==> config.mk <==
export PLATFORM = sky130hd
export DESIGN_NAME = ffha_alu
export DESIGN_NICKNAME = d
export VERILOG_FILES = /design/src/design/ffha_pkg.sv /design/src/design/ffha_alu.sv
export SDC_FILE = /design/constraint.sdc
export NUM_CORES = 1
export LEC_CHECK = 0
export BUFFER_PORTS_ARGS = -buffer_cell sky130_fd_sc_hd__clkbuf_2
export CAP_MARGIN = 40
export CORE_AREA = 5 5 57 49
export DETAILED_ROUTE_END_ITERATION = 7
export DIE_AREA = 0 0 62 54
export PLACE_DENSITY = 0.87
export SLEW_MARGIN = 10
export SYNTH_ARGS = -nofsm -noshare
export SYNTH_HDL_FRONTEND = slang
export SYNTH_SLANG_ARGS = --single-unit
==> constraint.sdc <==
create_clock -name vclk -period 4.04
set_input_delay 0.404 -clock vclk [all_inputs]
set_output_delay 0.404 -clock vclk [all_outputs]
set_load 0.01 [all_outputs]
==> src/design/ffha_pkg.sv <==
// ----------------------------------------------------------------------------
// ffha_pkg - shared types and constants of the first-fit heap allocator
// Header layout, status and command codes, sequencer states, memory request and adder bundles.
// ----------------------------------------------------------------------------
package ffha_pkg;

    localparam int REGION_BYTES = 16384;
    localparam int HEADER_BYTES = 32;
    localparam int GRAIN_BYTES  = 8;

    localparam int DEPTH  = REGION_BYTES / GRAIN_BYTES;
    localparam int IDX_W  = $clog2(DEPTH);
    localparam int SIZE_W = 14;
    localparam int OFF_W  = 14;
    localparam int REQ_W  = 16;
    localparam int ALU_W  = REQ_W + 2;
    localparam int GRAIN_SH = $clog2(GRAIN_BYTES);

    typedef logic [IDX_W-1:0] idx_t;
    typedef logic [ALU_W-1:0] alu_word_t;

    typedef struct packed {
        logic              is_start;
        logic              is_free;
        logic              has_prev;
        logic              has_next;
        logic [SIZE_W-1:0] size;
        idx_t              prev_idx;
        idx_t              next_idx;
    } hdr_t;

    localparam hdr_t HDR_NONE = '0;
    localparam hdr_t HDR_INIT = '{
        is_start: 1'b1,
        is_free:  1'b1,
        has_prev: 1'b0,
        has_next: 1'b0,
        size:     SIZE_W'(REGION_BYTES - HEADER_BYTES),
        prev_idx: '0,
        next_idx: '0
    };

    typedef enum logic [2:0] {
        STAT_OK      = 3'd0,
        STAT_ZERO    = 3'd1,
        STAT_NOSPACE = 3'd2,
        STAT_NULL    = 3'd3,
        STAT_BADFREE = 3'd4
    } status_t;

    typedef enum logic [0:0] {
        CMD_ALLOC = 1'b0,
        CMD_FREE  = 1'b1
    } cmd_t;

    typedef enum logic [4:0] {
        S_CLEAR,
        S_IDLE,
        S_A_ROUND,
        S_A_NEEDH,
        S_A_READ,
        S_A_FIT,
        S_A_SPLIT,
        S_A_NB,
        S_A_WNB,
        S_A_WRN,
        S_A_MARK,
        S_F_SUB,
        S_F_READ,
        S_F_CHK,
        S_F_PCHK,
        S_F_PADD1,
        S_F_PADD2,
        S_F_NXT,
        S_F_NCHK,
        S_F_NADD1,
        S_F_NADD2,
        S_F_WRNN,
        S_F_WRW,
        S_DONE
    } state_t;

    typedef struct packed {
        logic we;
        idx_t waddr;
        hdr_t wdata;
        idx_t raddr;
    } mem_req_t;

    typedef struct packed {
        alu_word_t a;
        alu_word_t b;
        logic      sub;
    } alu_op_t;

    typedef struct packed {
        alu_word_t sum;
        logic      no_borrow;
    } alu_res_t;

endpackage

==> src/design/ffha_alu.sv <==
// ----------------------------------------------------------------------------
// ffha_alu - shared adder/subtractor
// Add or subtract; on subtract, no_borrow flags a >= b.
// ----------------------------------------------------------------------------
module ffha_alu
    import ffha_pkg::*;
(
    input  alu_op_t  op,
    output alu_res_t res
);

    logic [ALU_W:0] full;
    alu_word_t      b_eff;

    always_comb
    begin
        b_eff = op.sub ? ~op.b : op.b;
        full  = {1'b0, op.a} + {1'b0, b_eff} + {{ALU_W{1'b0}}, op.sub};
        res.sum       = full[ALU_W-1:0];
        res.no_borrow = full[ALU_W];
    end

endmodule

==> results of run 1 <==
critical path, stage by stage:
cell,delay [ps]
clkbuf_2,320
mux2i_1,430
inv_1,100
fa_1,420
a21o_1,210
a221oi_2,420
a211oi_1,220
a221oi_2,280
xnor2_1,150
clkbuf_2,150
cells in the mapped netlist:
library cell / n
xor2_1: 26
ha_1: 17
a21oi_1: 16
nand2_1: 15
o21ai_0: 10
nor2_1: 7
xnor2_1: 6
and3_1: 4
nand3_1: 4
a211oi_1: 3
a21o_1: 3
a31oi_1: 3
inv_1: 3
a221oi_2: 2
and2_1: 2
buf_2: 2
nand4_1: 2
nor3b_1: 2
o211ai_1: 2
o21a_1: 2
a21boi_0: 1
a221o_1: 1
a311o_1: 1
a311oi_1: 1
and4_1: 1
buf_4: 1
clkbuf_1: 1
fa_1: 1
mux2_2: 1
mux2i_1: 1
nor2b_1: 1
nor3_1: 1
o21ai_1: 1
o221ai_2: 1
o22ai_1: 1
or3_1: 1
routing by layer:
metal  share of wire  global-route usage
met5               0                   0
met1            0.48               0.247
met2            0.44               0.252
met3           0.079              0.0120
met4               0                   0
power by group:
part,internal [W],total (W),switching [W]
Sequential,0,0,0
Combinational,0.000153,0.000349,0.000196
Clock,0,0,0
through the flow:
step	std cells	worst slack (ps)	power, W	utilization	hold slack (ps)
floorplan	147	1020	0.000239	-	884
global placement	226	583	0.000348	0.611	1080
detailed placement	226	557	0.000349	0.611	1090
CTS	226	550	0.000351	0.611	1090
global route	226	268	0.000391	0.611	1100
finish	226	535	0.000349	0.611	1090
final cells by class:
type,instances,area (um^2),share of cell area
tap,27,33.8,0.0247
multi-input combinational,140,1040,0.763
timing repair buffer,56,280,0.205
inverter,3,11.3,0.00822
cell families after synthesis:
family	count (synthesis)	synth area share
compound gates	48	0.294
simple gates	40	0.180
xor+xnor	32	0.260
fa+ha+maj	18	0.216
buf+inv	7	0.0302
mux	2	0.0197
worst max path at each step:
stage	end	slack, ps	cells after the start
4_1_cts	res[13]	550	10
3_5_place_dp	res[17]	560	10
2_1_floorplan	res[14]	1020	9
5_1_grt	res[13]	270	10
3_3_place_gp	res[17]	580	10
6_report	res[17]	540	10
==> impl_metrics.py, run 1 <==
metrics = {
    "status": {
        "status": "complete, no violations",
    },
    "global_routing": {
        "grt_pass1_vias": 972,
        "grt_max_degree": 19,
        "antenna_found_initial": 0,
        "grt-ovfl-total": 0,
        "grt_pass1_wl_mm": 4.26,
        "grt_usage": 0.160,
    },
    "flow_run": {
        "maxCapViolCount": 0,
    },
    "synth": {
        "synth_fp_nets": 202,
        "synth_area_um2": 1080,
        "synth_top_area_share": 0.211,
        "syn_area_per_cell_um2": 7.33,
        "synth_cell_types": 36,
        "ys_top_cells_by_area": "xor2_1, ha_1, a21oi_1",
        "yosysTopAreaCell": "xor2_1",
        "yosysWarnings": 0,
        "synth_cells": 147,
        "yosysSeqAreaShare": 0,
    },
    "detailed_routing": {
        "viasPerCell": 5.39,
        "vias": 1219,
        "first_pass_iters": 4,
        "drt_iter0_drc": 34,
        "wl_mm": 2.68,
        "ant_nets": 0,
        "drc": 0,
        "avgRoutedWirePerCell_um": 11.9,
    },
    "cts": {
        "post_cts_resized": 0,
        "hold_buffers": 0,
        "postCtsSetupBuffers": 0,
    },
    "setup_path": {
        "cp_data_required_time_ps": 3640,
        "arrival_ps": 3100,
        "path_max_fanout": 18,
        "critical_path.endpoint_type": "primary output",
        "crit_type": "in2out",
        "crit_start": "op[0]",
        "startpoint_type": "input pin",
    },
    "place": {
        "placed_cell_area_um2": 1370,
        "place.detailed.hpwl_mm": 2.32,
        "gp_congestion": 0.913,
        "io_buffers": 56,
    },
    "timing": {
        "min_period_ps": 3500,
        "finalHoldViolations": 0,
        "worst_pin_slew_ps": 518,
        "setup_violations": 0,
        "rsz0062_at_grt": "no",
        "period_share": 0.867,
        "relSlewSlack": 0.655,
        "finalSetupTns_ps": 0,
        "final-max-slew-violation-count": 0,
        "fmax_ghz": 0.285,
    },
    "worst_hold_path": {
        "holdPathStages": 3,
        "min_from": "op[19]",
        "worstHoldEndpoint": "res[1]",
        "hold_class": "in2out",
    },
    "floorplan": {
        "die_w_um": 62,
        "boundaryPins": 56,
        "fp.dieH_um": 54,
        "rows": 16,
        "core_area_um2": 2240,
        "dieArea_um2": 3350,
        "initial_utilization": 0.480,
    },
    "cells_and_area": {
        "layout.nets": 256,
        "stdcell_area_um2": 1370,
        "area_delta_synth_final_pct": 27.2,
        "num_antenna_cells": 0,
        "drive_above_1_share": 0.302,
        "seq_cells": 0,
        "register_area_um2": 0,
        "final_common_cell": "clkbuf_2",
        "final_cell_mix": "clkbuf_2, xor2_1, ha_1",
        "clkbuf_count": 0,
        "fillers": 232,
    },
    "power": {
        "peakVddDrop_v": 0.000125,
        "powerDensity_nw_per_um2": 255,
        "p_leak_nw": 0.719,
    },
}
Note: power is estimated with default switching activity, not from simulation.
==> run 2, diff against run 1 <==
Settings changed: PLACE_DENSITY 0.87 to not set, PLACE_DENSITY_LB_ADDON set to 0.08, REMOVE_ABC_BUFFERS set to 1.
==> impl_metrics.py, run 2 (synthesis results as in run 1) <==
metrics = {
    "timing": {
        "period_share": 0.867,
        "min_period_ps": 3500,
        "worst_pin_slew_ps": 545,
        "setup_violations": 0,
        "fmax_ghz": 0.286,
        "rsz0062_at_grt": "no",
        "timing.hold.ws_ps": 1080,
        "finalSetupTns_ps": 0,
        "final-max-slew-violation-count": 0,
        "relSlewSlack": 0.637,
        "finalHoldViolations": 0,
    },
    "cells_and_area": {
        "num_antenna_cells": 0,
        "register_area_um2": 0,
        "drive_above_1_share": 0.302,
        "final_common_cell": "clkbuf_2",
        "fin_util": 0.611,
        "clkbuf_count": 0,
        "final_cell_mix": "clkbuf_2, xor2_1, ha_1",
        "layout.nets": 256,
        "area_delta_synth_final_pct": 27.2,
        "seq_cells": 0,
    },
    "detailed_routing": {
        "first_pass_iters": 4,
        "viasPerCell": 5.67,
        "drc": 0,
        "wl_mm": 2.94,
        "avgRoutedWirePerCell_um": 13.0,
        "ant_nets": 0,
        "drt_iter0_drc": 49,
        "vias": 1282,
    },
    "global_routing": {
        "grt_usage": 0.173,
        "grt_pass1_vias": 1120,
        "grt-ovfl-total": 0,
        "antenna_found_initial": 0,
        "grt_pass1_wl_mm": 4.65,
        "grt_max_degree": 19,
    },
    "place": {
        "gp_congestion": 0.871,
        "place.detailed.hpwl_mm": 2.54,
        "io_buffers": 56,
    },
    "floorplan": {
        "core_area_um2": 2240,
        "fp.dieH_um": 54,
        "dieArea_um2": 3350,
        "rows": 16,
        "die_w_um": 62,
        "boundaryPins": 56,
        "initial_utilization": 0.480,
    },
    "setup_path": {
        "critPathCapture": "res[17]",
        "slowest_stage": "mux2i_1",
        "critical-path-max-stage-delay_ps": 430,
        "crit_start": "op[0]",
        "startpoint_type": "input pin",
        "crit_type": "in2out",
        "crit_chain": "clkbuf_2 > mux2i_1 > inv_1 > fa_1 > a21o_1 > a221oi_2 > a211oi_1 > a221oi_2 > xnor2_1 > clkbuf_2",
        "critical_path.endpoint_type": "primary output",
        "path_buf_inv": 3,
        "arrival_ps": 3100,
        "worstSetupPathDepth": 10,
        "cpLargestDelayFamily": "compound AO/OA/AOI/OAI gates",
        "path_max_fanout": 18,
        "cp_data_required_time_ps": 3640,
    },
    "worst_hold_path": {
        "min_from": "op[19]",
        "hold_class": "in2out",
    },
    "power": {
        "powerDensity_nw_per_um2": 260,
        "peakVddDrop_v": 0.000142,
        "p_total_w": 0.000356,
        "p_leak_nw": 0.719,
    },
    "flow_run": {
        "maxCapViolCount": 0,
    },
    "cts": {
        "hold_buffers": 0,
        "post_cts_resized": 0,
        "postCtsSetupBuffers": 0,
    },
    "status": {
        "status": "complete, no violations",
    },
}
-- run 2: cell counts in the layout (fill, tap and decap cells not counted) --
Identical to the previous run, type by type.
-- run 2: metal layers --
metal  global-route usage  up-vias  routed length [um]
met5                    0        -                   0
li1                     -      653                   -
met3               0.0168        4                 266
met1                0.245      576                1330
met2                0.290       49                1310
met4               0.0177        0                  26
-- run 2: worst min path at each step --
stage              to  slack, ps  cells past startpoint
2_1_floorplan  res[1]        880                      1
3_3_place_gp   res[1]       1090                      3
3_5_place_dp   res[1]       1080                      3
4_1_cts        res[1]       1080                      3
5_1_grt        res[1]       1110                      3
6_report       res[1]       1080                      3
-- run 2: layout make-up --
cell class / instances / area (um^2)
multi-input cells: 140 / 1040
well taps: 27 / 33.8
inverters: 3 / 11.3
repair buffers: 56 / 280
fillers: 236 / 872
-- run 2: power by group --
group / internal (W) / total (W) / switching, W
logic: 0.000154 / 0.000356 / 0.000202
clock network: 0 / 0 / 0
registers: 0 / 0 / 0
-- run 2: metrics by stage --
| stage | setup WS (ps) | instances | area [um^2] |
|---|---|---|---|
| 2_1_floorplan | 1380 | 143 | 1060 |
| 3_3_place_gp | 693 | 226 | 1370 |
| 3_5_place_dp | 539 | 226 | 1370 |
| 4_1_cts | 535 | 226 | 1370 |
| 5_1_grt | 346 | 226 | 1370 |
| 6_report | 539 | 226 | 1370 |
==> run 3, diff against run 2 <==
Settings changed: CORE_AREA 5 5 57 49 to 5 5 62 53, DIE_AREA 0 0 62 54 to 0 0 67 58.
Clock period 4.04 ns to 3.09 ns, I/O delays scaled along.
==> impl_metrics.py, run 3 (synthesis results as in run 1) <==
metrics = {
    "status": {
        "status": "complete, no violations",
    },
    "timing": {
        "finalSetupTns_ps": 0,
        "timing.final.ws_setup_ps": 209,
        "setup_violations": 0,
        "finalHoldViolations": 0,
        "relSlewSlack": 0.713,
        "min_period_ps": 2880,
        "worst_pin_slew_ps": 427,
        "period_share": 0.932,
        "final-max-slew-violation-count": 0,
        "rsz0062_at_grt": "no",
        "fmax_ghz": 0.347,
    },
    "cells_and_area": {
        "fin_cells": 242,
        "drive_above_1_share": 0.319,
        "final_cell_mix": "clkbuf_2, xor2_1, ha_1",
        "stdcell_area_um2": 1420,
        "clkbuf_count": 0,
        "num_antenna_cells": 0,
        "fillers": 280,
        "seq_cells": 0,
        "final_common_cell": "clkbuf_2",
        "register_area_um2": 0,
        "area_delta_synth_final_pct": 31.9,
        "layout.nets": 261,
    },
    "setup_path": {
        "startpoint_type": "input pin",
        "crit_type": "in2out",
        "arrival_ps": 2570,
        "cp_data_required_time_ps": 2780,
        "critical_path.endpoint_type": "primary output",
        "path_max_fanout": 9,
    },
    "detailed_routing": {
        "ant_nets": 0,
        "drt_iter0_drc": 42,
        "wl_mm": 3.00,
        "drc": 0,
        "first_pass_iters": 4,
        "viasPerCell": 5.24,
        "avgRoutedWirePerCell_um": 12.4,
        "vias": 1267,
    },
    "place": {
        "dpl_worst_slack_ps": 162,
        "gp_congestion": 0.764,
        "io_buffers": 56,
        "place_inst": 242,
        "placed_cell_area_um2": 1420,
        "place.detailed.hpwl_mm": 2.64,
    },
    "floorplan": {
        "rows": 17,
        "boundaryPins": 56,
        "fp.dieH_um": 58,
        "die_w_um": 67,
        "initial_utilization": 0.412,
        "core_area_um2": 2620,
        "dieArea_um2": 3890,
    },
    "cts": {
        "hold_buffers": 0,
        "post_cts_resized": 0,
        "postCtsSetupBuffers": 0,
    },
    "global_routing": {
        "antenna_found_initial": 0,
        "grt_usage": 0.157,
        "grt_max_degree": 10,
        "grt_pass1_vias": 1223,
        "grt_pass1_wl_mm": 5.18,
        "grt-ovfl-total": 0,
    },
    "worst_hold_path": {
        "hold_class": "in2out",
    },
    "flow_run": {
        "maxCapViolCount": 0,
    },
    "power": {
        "peakVddDrop_v": 0.000150,
        "p_leak_nw": 0.743,
        "powerDensity_nw_per_um2": 333,
    },
}
run 3: changes by cell type in the layout (fill, tap and decap cells not counted), sizes merged:
cell	delta
buf	+5
run 3: path summary, 6_finish.rpt:
check  cells after the start      end  startpoint
max                       10  res[17]       op[0]
min                        3   res[1]      op[19]
run 3: metal layers:
metal | GRT usage | share of wire | up-vias
met2 | 0.282 | 0.44 | 44
met3 | 0.00581 | 0.061 | 0
met1 | 0.220 | 0.50 | 566
met4 | 0 | 0 | 0
li1 | - | - | 657
met5 | 0 | 0 | -
run 3: final cells by class:
| cell class | instances | area [um^2] | share of cell area |
|---|---|---|---|
| timing repair buffer | 61 | 318 | 0.224 |
| multi-input combinational | 140 | 1040 | 0.735 |
| inverter | 3 | 11.3 | 0.00792 |
| tap | 38 | 47.5 | 0.0335 |
run 3: through the flow:
step	hold WS [ps]	total power [W]	utilization
5_1_grt	922	0.000527	0.543
2_1_floorplan	694	0.000307	-
3_3_place_gp	898	0.000468	0.543
3_5_place_dp	897	0.000474	0.543
4_1_cts	897	0.000476	0.543
6_report	895	0.000473	0.543
run 3: critical path, stage by stage:
cell	delay (ps)
clkbuf_2	200
mux2i_1	210
inv_1	80
fa_1	400
a21o_1	210
a221oi_2	370
a211oi_1	200
a221oi_2	290
xnor2_1	150
clkbuf_2	150
run 3: where the power goes:
part           switching, W  leakage (nW)  internal, W
combinational      0.000264         0.743     0.000209
sequential                0             0            0
clock                     0             0            0
total              0.000264         0.743     0.000209
