## config.mk

```make
export PLATFORM = sky130hd
export DESIGN_NAME = ffha_ctrl_flat
export DESIGN_NICKNAME = d
export VERILOG_FILES = /design/src/design/ffha_pkg.sv /design/src/design/ffha_if.sv /design/src/design/ffha_ctrl.sv /design/src/flat_wrapper.sv
export SDC_FILE = /design/constraint.sdc
export NUM_CORES = 1
export LEC_CHECK = 0
export CAP_MARGIN = 20
export CELL_PAD_IN_SITES_DETAIL_PLACEMENT = 0
export CELL_PAD_IN_SITES_GLOBAL_PLACEMENT = 1
export CORE_MARGIN = 2
export CORE_UTILIZATION = 50
export DETAILED_ROUTE_END_ITERATION = 8
export DONT_BUFFER_PORTS = 1
export PLACE_DENSITY = 0.89
export REMOVE_ABC_BUFFERS = 1
export SLEW_MARGIN = 20
export SYNTH_ARGS = -nofsm -noshare
export SYNTH_HDL_FRONTEND = slang
export SYNTH_SLANG_ARGS = --single-unit
```

## constraint.sdc

```tcl
create_clock -name clk -period 5.1 [get_ports clk]
set_clock_uncertainty 0.2 [all_clocks]
set_input_delay 1.02 -clock clk [delete_from_list [all_inputs] [get_ports clk]]
set_output_delay 1.02 -clock clk [all_outputs]
set_load 0.05 [all_outputs]
```

## src/design/ffha_pkg.sv

```systemverilog
// ----------------------------------------------------------------------------
// ffha_pkg - shared types and constants of the first-fit heap allocator
// Header layout, status and command codes, sequencer states, memory request and adder bundles.
// ----------------------------------------------------------------------------
package ffha_pkg;

    localparam int REGION_BYTES = 16384;
    localparam int HEADER_BYTES = 32;
    localparam int GRAIN_BYTES  = 8;

    localparam int DEPTH  = REGION_BYTES / GRAIN_BYTES;
    localparam int IDX_W  = $clog2(DEPTH);
    localparam int SIZE_W = 14;
    localparam int OFF_W  = 14;
    localparam int REQ_W  = 16;
    localparam int ALU_W  = REQ_W + 2;
    localparam int GRAIN_SH = $clog2(GRAIN_BYTES);

    typedef logic [IDX_W-1:0] idx_t;
    typedef logic [ALU_W-1:0] alu_word_t;

    typedef struct packed {
        logic              is_start;
        logic              is_free;
        logic              has_prev;
        logic              has_next;
        logic [SIZE_W-1:0] size;
        idx_t              prev_idx;
        idx_t              next_idx;
    } hdr_t;

    localparam hdr_t HDR_NONE = '0;
    localparam hdr_t HDR_INIT = '{
        is_start: 1'b1,
        is_free:  1'b1,
        has_prev: 1'b0,
        has_next: 1'b0,
        size:     SIZE_W'(REGION_BYTES - HEADER_BYTES),
        prev_idx: '0,
        next_idx: '0
    };

    typedef enum logic [2:0] {
        STAT_OK      = 3'd0,
        STAT_ZERO    = 3'd1,
        STAT_NOSPACE = 3'd2,
        STAT_NULL    = 3'd3,
        STAT_BADFREE = 3'd4
    } status_t;

    typedef enum logic [0:0] {
        CMD_ALLOC = 1'b0,
        CMD_FREE  = 1'b1
    } cmd_t;

    typedef enum logic [4:0] {
        S_CLEAR,
        S_IDLE,
        S_A_ROUND,
        S_A_NEEDH,
        S_A_READ,
        S_A_FIT,
        S_A_SPLIT,
        S_A_NB,
        S_A_WNB,
        S_A_WRN,
        S_A_MARK,
        S_F_SUB,
        S_F_READ,
        S_F_CHK,
        S_F_PCHK,
        S_F_PADD1,
        S_F_PADD2,
        S_F_NXT,
        S_F_NCHK,
        S_F_NADD1,
        S_F_NADD2,
        S_F_WRNN,
        S_F_WRW,
        S_DONE
    } state_t;

    typedef struct packed {
        logic we;
        idx_t waddr;
        hdr_t wdata;
        idx_t raddr;
    } mem_req_t;

    typedef struct packed {
        alu_word_t a;
        alu_word_t b;
        logic      sub;
    } alu_op_t;

    typedef struct packed {
        alu_word_t sum;
        logic      no_borrow;
    } alu_res_t;

endpackage

```

## src/design/ffha_if.sv

```systemverilog
// ----------------------------------------------------------------------------
// ffha_if - request and response channels of the heap allocator
// Valid/ready channels; a beat moves when valid and ready are both high.
// ----------------------------------------------------------------------------
interface ffha_req_if;
    logic        valid;
    logic        ready;
    logic        command;
    logic [15:0] request_size;
    logic [13:0] user_offset;

    modport source (output valid, output command, output request_size,
                    output user_offset, input ready);
    modport sink   (input valid, input command, input request_size,
                    input user_offset, output ready);
endinterface

interface ffha_rsp_if;
    logic        valid;
    logic        ready;
    logic [13:0] result_offset;
    logic [2:0]  status;

    modport source (output valid, output result_offset, output status, input ready);
    modport sink   (input valid, input result_offset, input status, output ready);
endinterface

```

## src/design/ffha_ctrl.sv

```systemverilog
// ----------------------------------------------------------------------------
// ffha_ctrl - allocator sequencer
// Walks the header chain, splits and merges blocks, drives the result beat.
// ----------------------------------------------------------------------------
module ffha_ctrl
    import ffha_pkg::*;
(
    input  logic          clk,
    input  logic          rst_n,
    ffha_req_if.sink      req,
    ffha_rsp_if.source    rsp,
    output mem_req_t      mem_req,
    input  hdr_t          mem_rdata,
    output alu_op_t       alu_op,
    input  alu_res_t      alu_res
);

    state_t            state_reg, state_next;
    idx_t              clr_reg, clr_next;
    logic [REQ_W-1:0]  size_in_reg, size_in_next;
    logic [OFF_W-1:0]  uoff_reg, uoff_next;
    alu_word_t         need_reg, need_next;
    alu_word_t         needh_reg, needh_next;
    alu_word_t         tmp_reg, tmp_next;
    idx_t              idx_reg, idx_next;
    idx_t              nb_reg, nb_next;
    hdr_t              hdr_reg, hdr_next;
    hdr_t              oth_reg, oth_next;
    logic [SIZE_W-1:0] rem_reg, rem_next;
    logic              split_reg, split_next;
    logic              moved_reg, moved_next;
    logic [OFF_W-1:0]  res_off_reg, res_off_next;
    status_t           res_st_reg, res_st_next;
    logic              out_valid_reg, out_valid_next;
    logic [OFF_W-1:0]  out_off_reg, out_off_next;
    status_t           out_st_reg, out_st_next;

    hdr_t      wr_hdr;
    alu_word_t idx_bytes;

    assign idx_bytes = ALU_W'({idx_reg, {GRAIN_SH{1'b0}}});

    always_ff @(posedge clk or negedge rst_n)
    begin
        if (!rst_n)
        begin
            state_reg     <= S_CLEAR;
            clr_reg       <= '0;
            out_valid_reg <= 1'b0;
        end
        else
        begin
            state_reg     <= state_next;
            clr_reg       <= clr_next;
            out_valid_reg <= out_valid_next;
        end
    end

    always_ff @(posedge clk)
    begin
        size_in_reg <= size_in_next;
        uoff_reg    <= uoff_next;
        need_reg    <= need_next;
        needh_reg   <= needh_next;
        tmp_reg     <= tmp_next;
        idx_reg     <= idx_next;
        nb_reg      <= nb_next;
        hdr_reg     <= hdr_next;
        oth_reg     <= oth_next;
        rem_reg     <= rem_next;
        split_reg   <= split_next;
        moved_reg   <= moved_next;
        res_off_reg <= res_off_next;
        res_st_reg  <= res_st_next;
        out_off_reg <= out_off_next;
        out_st_reg  <= out_st_next;
    end

    always_comb
    begin
        state_next     = state_reg;
        clr_next       = clr_reg;
        size_in_next   = size_in_reg;
        uoff_next      = uoff_reg;
        need_next      = need_reg;
        needh_next     = needh_reg;
        tmp_next       = tmp_reg;
        idx_next       = idx_reg;
        nb_next        = nb_reg;
        hdr_next       = hdr_reg;
        oth_next       = oth_reg;
        rem_next       = rem_reg;
        split_next     = split_reg;
        moved_next     = moved_reg;
        res_off_next   = res_off_reg;
        res_st_next    = res_st_reg;
        out_valid_next = out_valid_reg;
        out_off_next   = out_off_reg;
        out_st_next    = out_st_reg;
        wr_hdr         = mem_rdata;

        mem_req.we    = 1'b0;
        mem_req.waddr = idx_reg;
        mem_req.wdata = hdr_reg;
        mem_req.raddr = idx_reg;

        alu_op.a   = '0;
        alu_op.b   = '0;
        alu_op.sub = 1'b0;

        req.ready = (state_reg == S_IDLE);

        // drop the result beat once taken
        if (out_valid_reg && rsp.ready)
        begin
            out_valid_next = 1'b0;
        end

        case (state_reg)
            S_CLEAR:
            begin
                mem_req.we    = 1'b1;
                mem_req.waddr = clr_reg;
                mem_req.wdata = (clr_reg == '0) ? HDR_INIT : HDR_NONE;
                clr_next      = clr_reg + 1'b1;
                if (clr_reg == idx_t'(DEPTH - 1))
                begin
                    state_next = S_IDLE;
                end
            end

            S_IDLE:
            begin
                if (req.valid)
                begin
                    size_in_next = req.request_size;
                    uoff_next    = req.user_offset;
                    res_off_next = '0;
                    if (req.command == CMD_ALLOC)
                    begin
                        if (req.request_size == '0)
                        begin
                            res_st_next = STAT_ZERO;
                            state_next  = S_DONE;
                        end
                        else
                        begin
                            state_next = S_A_ROUND;
                        end
                    end
                    else if (req.user_offset == '0)
                    begin
                        res_st_next = STAT_NULL;
                        state_next  = S_DONE;
                    end
                    else
                    begin
                        state_next = S_F_SUB;
                    end
                end
            end

            // ---------------- allocate ----------------
            S_A_ROUND:
            begin
                alu_op.a   = ALU_W'(size_in_reg);
                alu_op.b   = ALU_W'(GRAIN_BYTES - 1);
                need_next  = {alu_res.sum[ALU_W-1:GRAIN_SH], {GRAIN_SH{1'b0}}};
                state_next = S_A_NEEDH;
            end

            S_A_NEEDH:
            begin
                alu_op.a   = need_reg;
                alu_op.b   = ALU_W'(HEADER_BYTES);
                needh_next = alu_res.sum;
                idx_next   = '0;
                state_next = S_A_READ;
            end

            S_A_READ:
            begin
                state_next = S_A_FIT;
            end

            S_A_FIT:
            begin
                alu_op.a   = ALU_W'(mem_rdata.size);
                alu_op.b   = need_reg;
                alu_op.sub = 1'b1;
                if (mem_rdata.is_free && alu_res.no_borrow)
                begin
                    hdr_next   = mem_rdata;
                    state_next = S_A_SPLIT;
                end
                else if (mem_rdata.has_next)
                begin
                    idx_next   = mem_rdata.next_idx;
                    state_next = S_A_READ;
                end
                else
                begin
                    res_st_next = STAT_NOSPACE;
                    state_next  = S_DONE;
                end
            end

            S_A_SPLIT:
            begin
                alu_op.a   = ALU_W'(hdr_reg.size);
                alu_op.b   = needh_reg;
                alu_op.sub = 1'b1;
                rem_next   = alu_res.sum[SIZE_W-1:0];
                split_next = alu_res.no_borrow && (alu_res.sum != '0);
                state_next = (alu_res.no_borrow && (alu_res.sum != '0)) ? S_A_NB : S_A_MARK;
            end

            S_A_NB:
            begin
                alu_op.a   = idx_bytes;
                alu_op.b   = needh_reg;
                nb_next    = alu_res.sum[GRAIN_SH +: IDX_W];
                state_next = S_A_WNB;
            end

            S_A_WNB:
            begin
                mem_req.we            = 1'b1;
                mem_req.waddr         = nb_reg;
                mem_req.wdata         = HDR_NONE;
                mem_req.wdata.is_start = 1'b1;
                mem_req.wdata.is_free  = 1'b1;
                mem_req.wdata.has_prev = 1'b1;
                mem_req.wdata.has_next = hdr_reg.has_next;
                mem_req.wdata.size     = rem_reg;
                mem_req.wdata.prev_idx = idx_reg;
                mem_req.wdata.next_idx = hdr_reg.next_idx;
                // fetch the old successor to relink its back pointer
                mem_req.raddr         = hdr_reg.next_idx;
                state_next            = hdr_reg.has_next ? S_A_WRN : S_A_MARK;
            end

            S_A_WRN:
            begin
                wr_hdr.prev_idx = nb_reg;
                mem_req.we      = 1'b1;
                mem_req.waddr   = hdr_reg.next_idx;
                mem_req.wdata   = wr_hdr;
                state_next      = S_A_MARK;
            end

            S_A_MARK:
            begin
                wr_hdr         = hdr_reg;
                wr_hdr.is_free = 1'b0;
                if (split_reg)
                begin
                    wr_hdr.size     = need_reg[SIZE_W-1:0];
                    wr_hdr.has_next = 1'b1;
                    wr_hdr.next_idx = nb_reg;
                end
                mem_req.we    = 1'b1;
                mem_req.waddr = idx_reg;
                mem_req.wdata = wr_hdr;
                alu_op.a      = idx_bytes;
                alu_op.b      = ALU_W'(HEADER_BYTES);
                res_off_next  = alu_res.sum[OFF_W-1:0];
                res_st_next   = STAT_OK;
                state_next    = S_DONE;
            end

            // ---------------- free ----------------
            S_F_SUB:
            begin
                alu_op.a   = ALU_W'(uoff_reg);
                alu_op.b   = ALU_W'(HEADER_BYTES);
                alu_op.sub = 1'b1;
                idx_next   = alu_res.sum[GRAIN_SH +: IDX_W];
                if (!alu_res.no_borrow || (alu_res.sum[GRAIN_SH-1:0] != '0))
                begin
                    res_st_next = STAT_BADFREE;
                    state_next  = S_DONE;
                end
                else
                begin
                    state_next = S_F_READ;
                end
            end

            S_F_READ:
            begin
                state_next = S_F_CHK;
            end

            S_F_CHK:
            begin
                if (!mem_rdata.is_start || mem_rdata.is_free)
                begin
                    res_st_next = STAT_BADFREE;
                    state_next  = S_DONE;
                end
                else
                begin
                    hdr_next         = mem_rdata;
                    hdr_next.is_free = 1'b1;
                    moved_next       = 1'b0;
                    mem_req.raddr    = mem_rdata.prev_idx;
                    state_next       = mem_rdata.has_prev ? S_F_PCHK : S_F_NXT;
                end
            end

            S_F_PCHK:
            begin
                oth_next   = mem_rdata;
                state_next = mem_rdata.is_free ? S_F_PADD1 : S_F_NXT;
            end

            S_F_PADD1:
            begin
                alu_op.a   = ALU_W'(hdr_reg.size);
                alu_op.b   = ALU_W'(HEADER_BYTES);
                tmp_next   = alu_res.sum;
                state_next = S_F_PADD2;
            end

            S_F_PADD2:
            begin
                // fold this block into its free predecessor
                alu_op.a           = ALU_W'(oth_reg.size);
                alu_op.b           = tmp_reg;
                mem_req.we         = 1'b1;
                mem_req.waddr      = idx_reg;
                mem_req.wdata      = HDR_NONE;
                hdr_next           = oth_reg;
                hdr_next.size      = alu_res.sum[SIZE_W-1:0];
                hdr_next.has_next  = hdr_reg.has_next;
                hdr_next.next_idx  = hdr_reg.next_idx;
                idx_next           = hdr_reg.prev_idx;
                moved_next         = 1'b1;
                state_next         = S_F_NXT;
            end

            S_F_NXT:
            begin
                mem_req.raddr = hdr_reg.next_idx;
                state_next    = hdr_reg.has_next ? S_F_NCHK : S_F_WRW;
            end

            S_F_NCHK:
            begin
                oth_next = mem_rdata;
                if (mem_rdata.is_free)
                begin
                    state_next = S_F_NADD1;
                end
                else
                begin
                    wr_hdr.prev_idx = idx_reg;
                    mem_req.we      = moved_reg;
                    mem_req.waddr   = hdr_reg.next_idx;
                    mem_req.wdata   = wr_hdr;
                    state_next      = S_F_WRW;
                end
            end

            S_F_NADD1:
            begin
                alu_op.a   = ALU_W'(oth_reg.size);
                alu_op.b   = ALU_W'(HEADER_BYTES);
                tmp_next   = alu_res.sum;
                state_next = S_F_NADD2;
            end

            S_F_NADD2:
            begin
                // absorb the free successor
                alu_op.a      = ALU_W'(hdr_reg.size);
                alu_op.b      = tmp_reg;
                mem_req.we    = 1'b1;
                mem_req.waddr = hdr_reg.next_idx;
                mem_req.wdata = HDR_NONE;
                mem_req.raddr = oth_reg.next_idx;
                hdr_next.size = alu_res.sum[SIZE_W-1:0];
                if (oth_reg.has_next)
                begin
                    hdr_next.next_idx = oth_reg.next_idx;
                    state_next        = S_F_WRNN;
                end
                else
                begin
                    hdr_next.has_next = 1'b0;
                    state_next        = S_F_WRW;
                end
            end

            S_F_WRNN:
            begin
                wr_hdr.prev_idx = idx_reg;
                mem_req.we      = 1'b1;
                mem_req.waddr   = hdr_reg.next_idx;
                mem_req.wdata   = wr_hdr;
                state_next      = S_F_WRW;
            end

            S_F_WRW:
            begin
                mem_req.we    = 1'b1;
                mem_req.waddr = idx_reg;
                mem_req.wdata = hdr_reg;
                res_off_next  = '0;
                res_st_next   = STAT_OK;
                state_next    = S_DONE;
            end

            S_DONE:
            begin
                // hold until the output register is free or being emptied
                if (!out_valid_reg || rsp.ready)
                begin
                    out_valid_next = 1'b1;
                    out_off_next   = res_off_reg;
                    out_st_next    = res_st_reg;
                    state_next     = S_IDLE;
                end
            end

            default:
            begin
                state_next = S_IDLE;
            end
        endcase
    end

    assign rsp.valid         = out_valid_reg;
    assign rsp.result_offset = out_off_reg;
    assign rsp.status        = out_st_reg;

endmodule

```

## src/flat_wrapper.sv

```systemverilog
// flat-port wrapper written by rule: the top's interface ports become plain ports
module ffha_ctrl_flat import ffha_pkg::*;
  (clk, rst_n, mem_req, mem_rdata, alu_op, alu_res, req_valid, req_command, req_request_size, req_user_offset, req_ready, rsp_valid, rsp_result_offset, rsp_status, rsp_ready);
  ffha_req_if req_i ();
  ffha_rsp_if rsp_i ();
  input  logic clk;
  input  logic rst_n;
  output mem_req_t mem_req;
  input  hdr_t mem_rdata;
  output alu_op_t alu_op;
  input  alu_res_t alu_res;
  input wire logic [$bits(req_i.valid)-1:0] req_valid;
  input wire logic [$bits(req_i.command)-1:0] req_command;
  input wire logic [$bits(req_i.request_size)-1:0] req_request_size;
  input wire logic [$bits(req_i.user_offset)-1:0] req_user_offset;
  output wire logic [$bits(req_i.ready)-1:0] req_ready;
  output wire logic [$bits(rsp_i.valid)-1:0] rsp_valid;
  output wire logic [$bits(rsp_i.result_offset)-1:0] rsp_result_offset;
  output wire logic [$bits(rsp_i.status)-1:0] rsp_status;
  input wire logic [$bits(rsp_i.ready)-1:0] rsp_ready;
  assign req_i.valid = req_valid;
  assign req_i.command = req_command;
  assign req_i.request_size = req_request_size;
  assign req_i.user_offset = req_user_offset;
  assign req_ready = req_i.ready;
  assign rsp_valid = rsp_i.valid;
  assign rsp_result_offset = rsp_i.result_offset;
  assign rsp_status = rsp_i.status;
  assign rsp_i.ready = rsp_ready;
  ffha_ctrl u_core (.clk(clk), .rst_n(rst_n), .req(req_i), .rsp(rsp_i), .mem_req(mem_req), .mem_rdata(mem_rdata), .alu_op(alu_op), .alu_res(alu_res));
endmodule
```

==> flow_summary.json <==
{
  "place.gp.congestion": 0.976,
  "powerDensity_nw_per_um2": 724,
  "synth_cell_types": 68,
  "drtAntennaViolNets": 0,
  "drcViolationCount": 0,
  "drtIter0Drc": 1512,
  "io_pins": 213,
  "crit_end": "mem_req[54]",
  "area_delta_synth_final_pct": 12.7,
  "hold_class": "flip-flop to flip-flop",
  "cts_sinks": 250,
  "final_cells": 1288,
  "placed_cell_area_sq_um": 12400,
  "relSlewSlack_pct": 25.1,
  "worst_slew_pin_slew_ns": 1.12,
  "die_w_microns": 157,
  "timing.final.crit_share_pct": 93.9,
  "clk_pin_slew_worst_paths_ns": 0.08,
  "vias": 8767,
  "crit_path_end_kind": "output port",
  "cts_tree": "yes",
  "final_common_cell": "edfxtp_1",
  "final_area_sq_um": 13300,
  "core_area_sq_um": 23300,
  "start_util_pct": 50.6,
  "die_y_microns": 157,
  "cp.required_ns": 3.88,
  "worstPathArrival_ns": 3.57,
  "post-place-ws_ns": 1.01,
  "portBuffers": 0,
  "reg2reg_to": "u_core.oth_reg[20]",
  "post-route-min-period_ns": 4.79,
  "rr_worst_depth": 5,
  "cts_resized": 0,
  "slew_viol_final": 0,
  "reg2reg_from": "u_core.state_reg[2]",
  "dr.pass1.iters": 6,
  "finalHoldViolations": 0,
  "ys_warn_count": 0,
  "grt_pass1_vias": 8611,
  "hpwl_mm": 25.8,
  "synth-edff-count": 233,
  "dieArea_sq_um": 24800,
  "synth_flop_cell": "edfxtp_1",
  "max_freq_ghz": 0.209,
  "setup_ws_ns": 0.311,
  "rsz0062_at_grt": "no",
  "leakagePower_nw": 4.93,
  "numPlacedInstances": 1241,
  "peakVddDrop_v": 0.000387,
  "antenna_found_initial": 0,
  "drv_cap": 0,
  "grt_overflow_total": 0,
  "drive_gt1_share_pct": 18.4,
  "synth.ff_latch_count": 250,
  "yosys-top-cells-area": "edfxtp_1, a222oi_1, nand2_1",
  "status": "finished clean",
  "n_antenna_cell": 0,
  "syn_area_per_cell_sq_um": 12.9,
  "startpoint": "u_core.state_reg[2]",
  "yosysSeqAreaShare_pct": 63.0,
  "clk_latency_ns": 0.56,
  "worstSetupPathType": "flip-flop to output port",
  "final_nets": 1046,
  "grt_max_degree": 35,
  "worst-r2r-setup-slack_ns": 1.78,
  "critPathMaxFanout": 33,
  "grt_usage_pct": 29.9,
  "syn-instance-count": 916,
  "rows": 56,
  "synth_top_area_share_pct": 59.4,
  "setup_viol_count_final": 0,
  "vias_per_cell": 6.81,
  "cts-root-buf": "clkbuf_16",
  "async_reset_ff_share_pct": 6.80,
  "synth_largest_area_cell": "edfxtp_1",
  "routed_wl_mm": 37.6,
  "wire_per_inst_microns": 29.2,
  "syn_area_sq_um": 11800,
  "htree_levels": 1,
  "start_kind": "flip-flop",
  "cts_buffer_depth": 3,
  "most-common-layout-cells": "edfxtp_1, nand2_1, buf_4",
  "grt_pass1_wl_mm": 54.7,
  "cts_buffers": 25
}
-- cells by family (layout without fill, tap and decap cells) --
group / after synthesis / in the layout / synth area share, %
muxes: 29 / 29 / 2.76
xor gates and xnor gates: 10 / 10 / 0.744
buffers and inverters: 110 / 163 / 4.76
DFF: 250 / 250 / 63.0
and+or+nand+nor: 281 / 281 / 12.2
AOI/OAI and AO/OA: 234 / 234 / 16.3
adders and majority gates: 2 / 2 / 0.212
-- cells in the mapped netlist, types with 10 or more instances --
| master | n |
|---|---|
| a21o_1 | 16 |
| a21oi_1 | 20 |
| a221o_1 | 27 |
| a222oi_1 | 69 |
| a22o_1 | 20 |
| a22oi_1 | 20 |
| and3_1 | 19 |
| buf_2 | 39 |
| buf_4 | 10 |
| clkbuf_1 | 10 |
| dfrtp_1 | 17 |
| edfxtp_1 | 233 |
| inv_1 | 41 |
| mux2_2 | 28 |
| nand2_1 | 126 |
| nand2b_1 | 15 |
| nand3_1 | 19 |
| nor2_1 | 25 |
| nor2b_1 | 13 |
| nor3_1 | 11 |
| nor4_1 | 13 |
| o21ai_0 | 15 |
| o21ai_1 | 10 |
-- metrics by stage --
stage          hold WS [ns]  util [%]  total power [W]  setup TNS, ns
6_report              0.209      57.0          0.00960              0
5_1_grt               0.222      57.0          0.00991              0
4_1_cts               0.210      57.0          0.00956              0
3_5_place_dp          0.205      53.4          0.00766              0
3_3_place_gp          0.202      53.4          0.00761              0
2_1_floorplan         0.200         -          0.00632          -1.39
-- per-layer routing --
layer  vias to the layer above  track usage [%]  wire length, microns
met3                        87             9.28                  5440
met5                         -                0                     0
met4                         0             10.4                  1220
met1                      4220             39.5                 13700
li1                       3709                -                     -
met2                       751             46.8                 17200
-- worst max-delay path, stage by stage (launching register included) --
cell and delay (ns):
dfrtp_1 1.09, a22oi_1 0.29, o21bai_2 0.67, nand2b_4 0.37, a222oi_1 0.14, nand2_1 0.44
-- worst min-delay path by stage --
stage          slack (ns)  cells past startpoint                           to                   from
6_report             0.21                      0         u_core.rsp.status[1]   u_core.res_st_reg[1]
5_1_grt              0.22                      0         u_core.rsp.status[1]   u_core.res_st_reg[1]
4_1_cts              0.21                      0         u_core.rsp.status[1]   u_core.res_st_reg[1]
3_5_place_dp         0.21                      0  u_core.rsp.result_offset[6]  u_core.res_off_reg[6]
3_3_place_gp         0.20                      0  u_core.rsp.result_offset[2]  u_core.res_off_reg[2]
2_1_floorplan        0.20                      0  u_core.rsp.result_offset[0]  u_core.res_off_reg[0]
-- power by group --
| part | internal [W] | switching, W | total (W) | leakage [nW] |
|---|---|---|---|---|
| sequential | 0.00262 | 0.000271 | 0.00289 | 2.34 |
| combinational | 0.00115 | 0.00364 | 0.00479 | 2.17 |
| clock | 0.00111 | 0.000808 | 0.00192 | 0.412 |
-- final cells by class --
class                           instances  area [sq um]
Clock buffer                           28           637
Clock inverter                         18           205
Fill cell                            1884          9990
Inverter                               41           154
Multi-Input combinational cell        556          3850
Sequential cell                       250          7420
Tap cell                              319           399
Timing Repair Buffer                   76           598
-- what timing repair did --
item | 4_1_cts | 5_1_grt
buffers inserted | 0 | 0
hold buffers | 1 | 0
hold endpoints to repair | 17 | 0
endpoints found under the setup margin | 0 | 0
No activity file was read; power rests on OpenSTA's default activity.
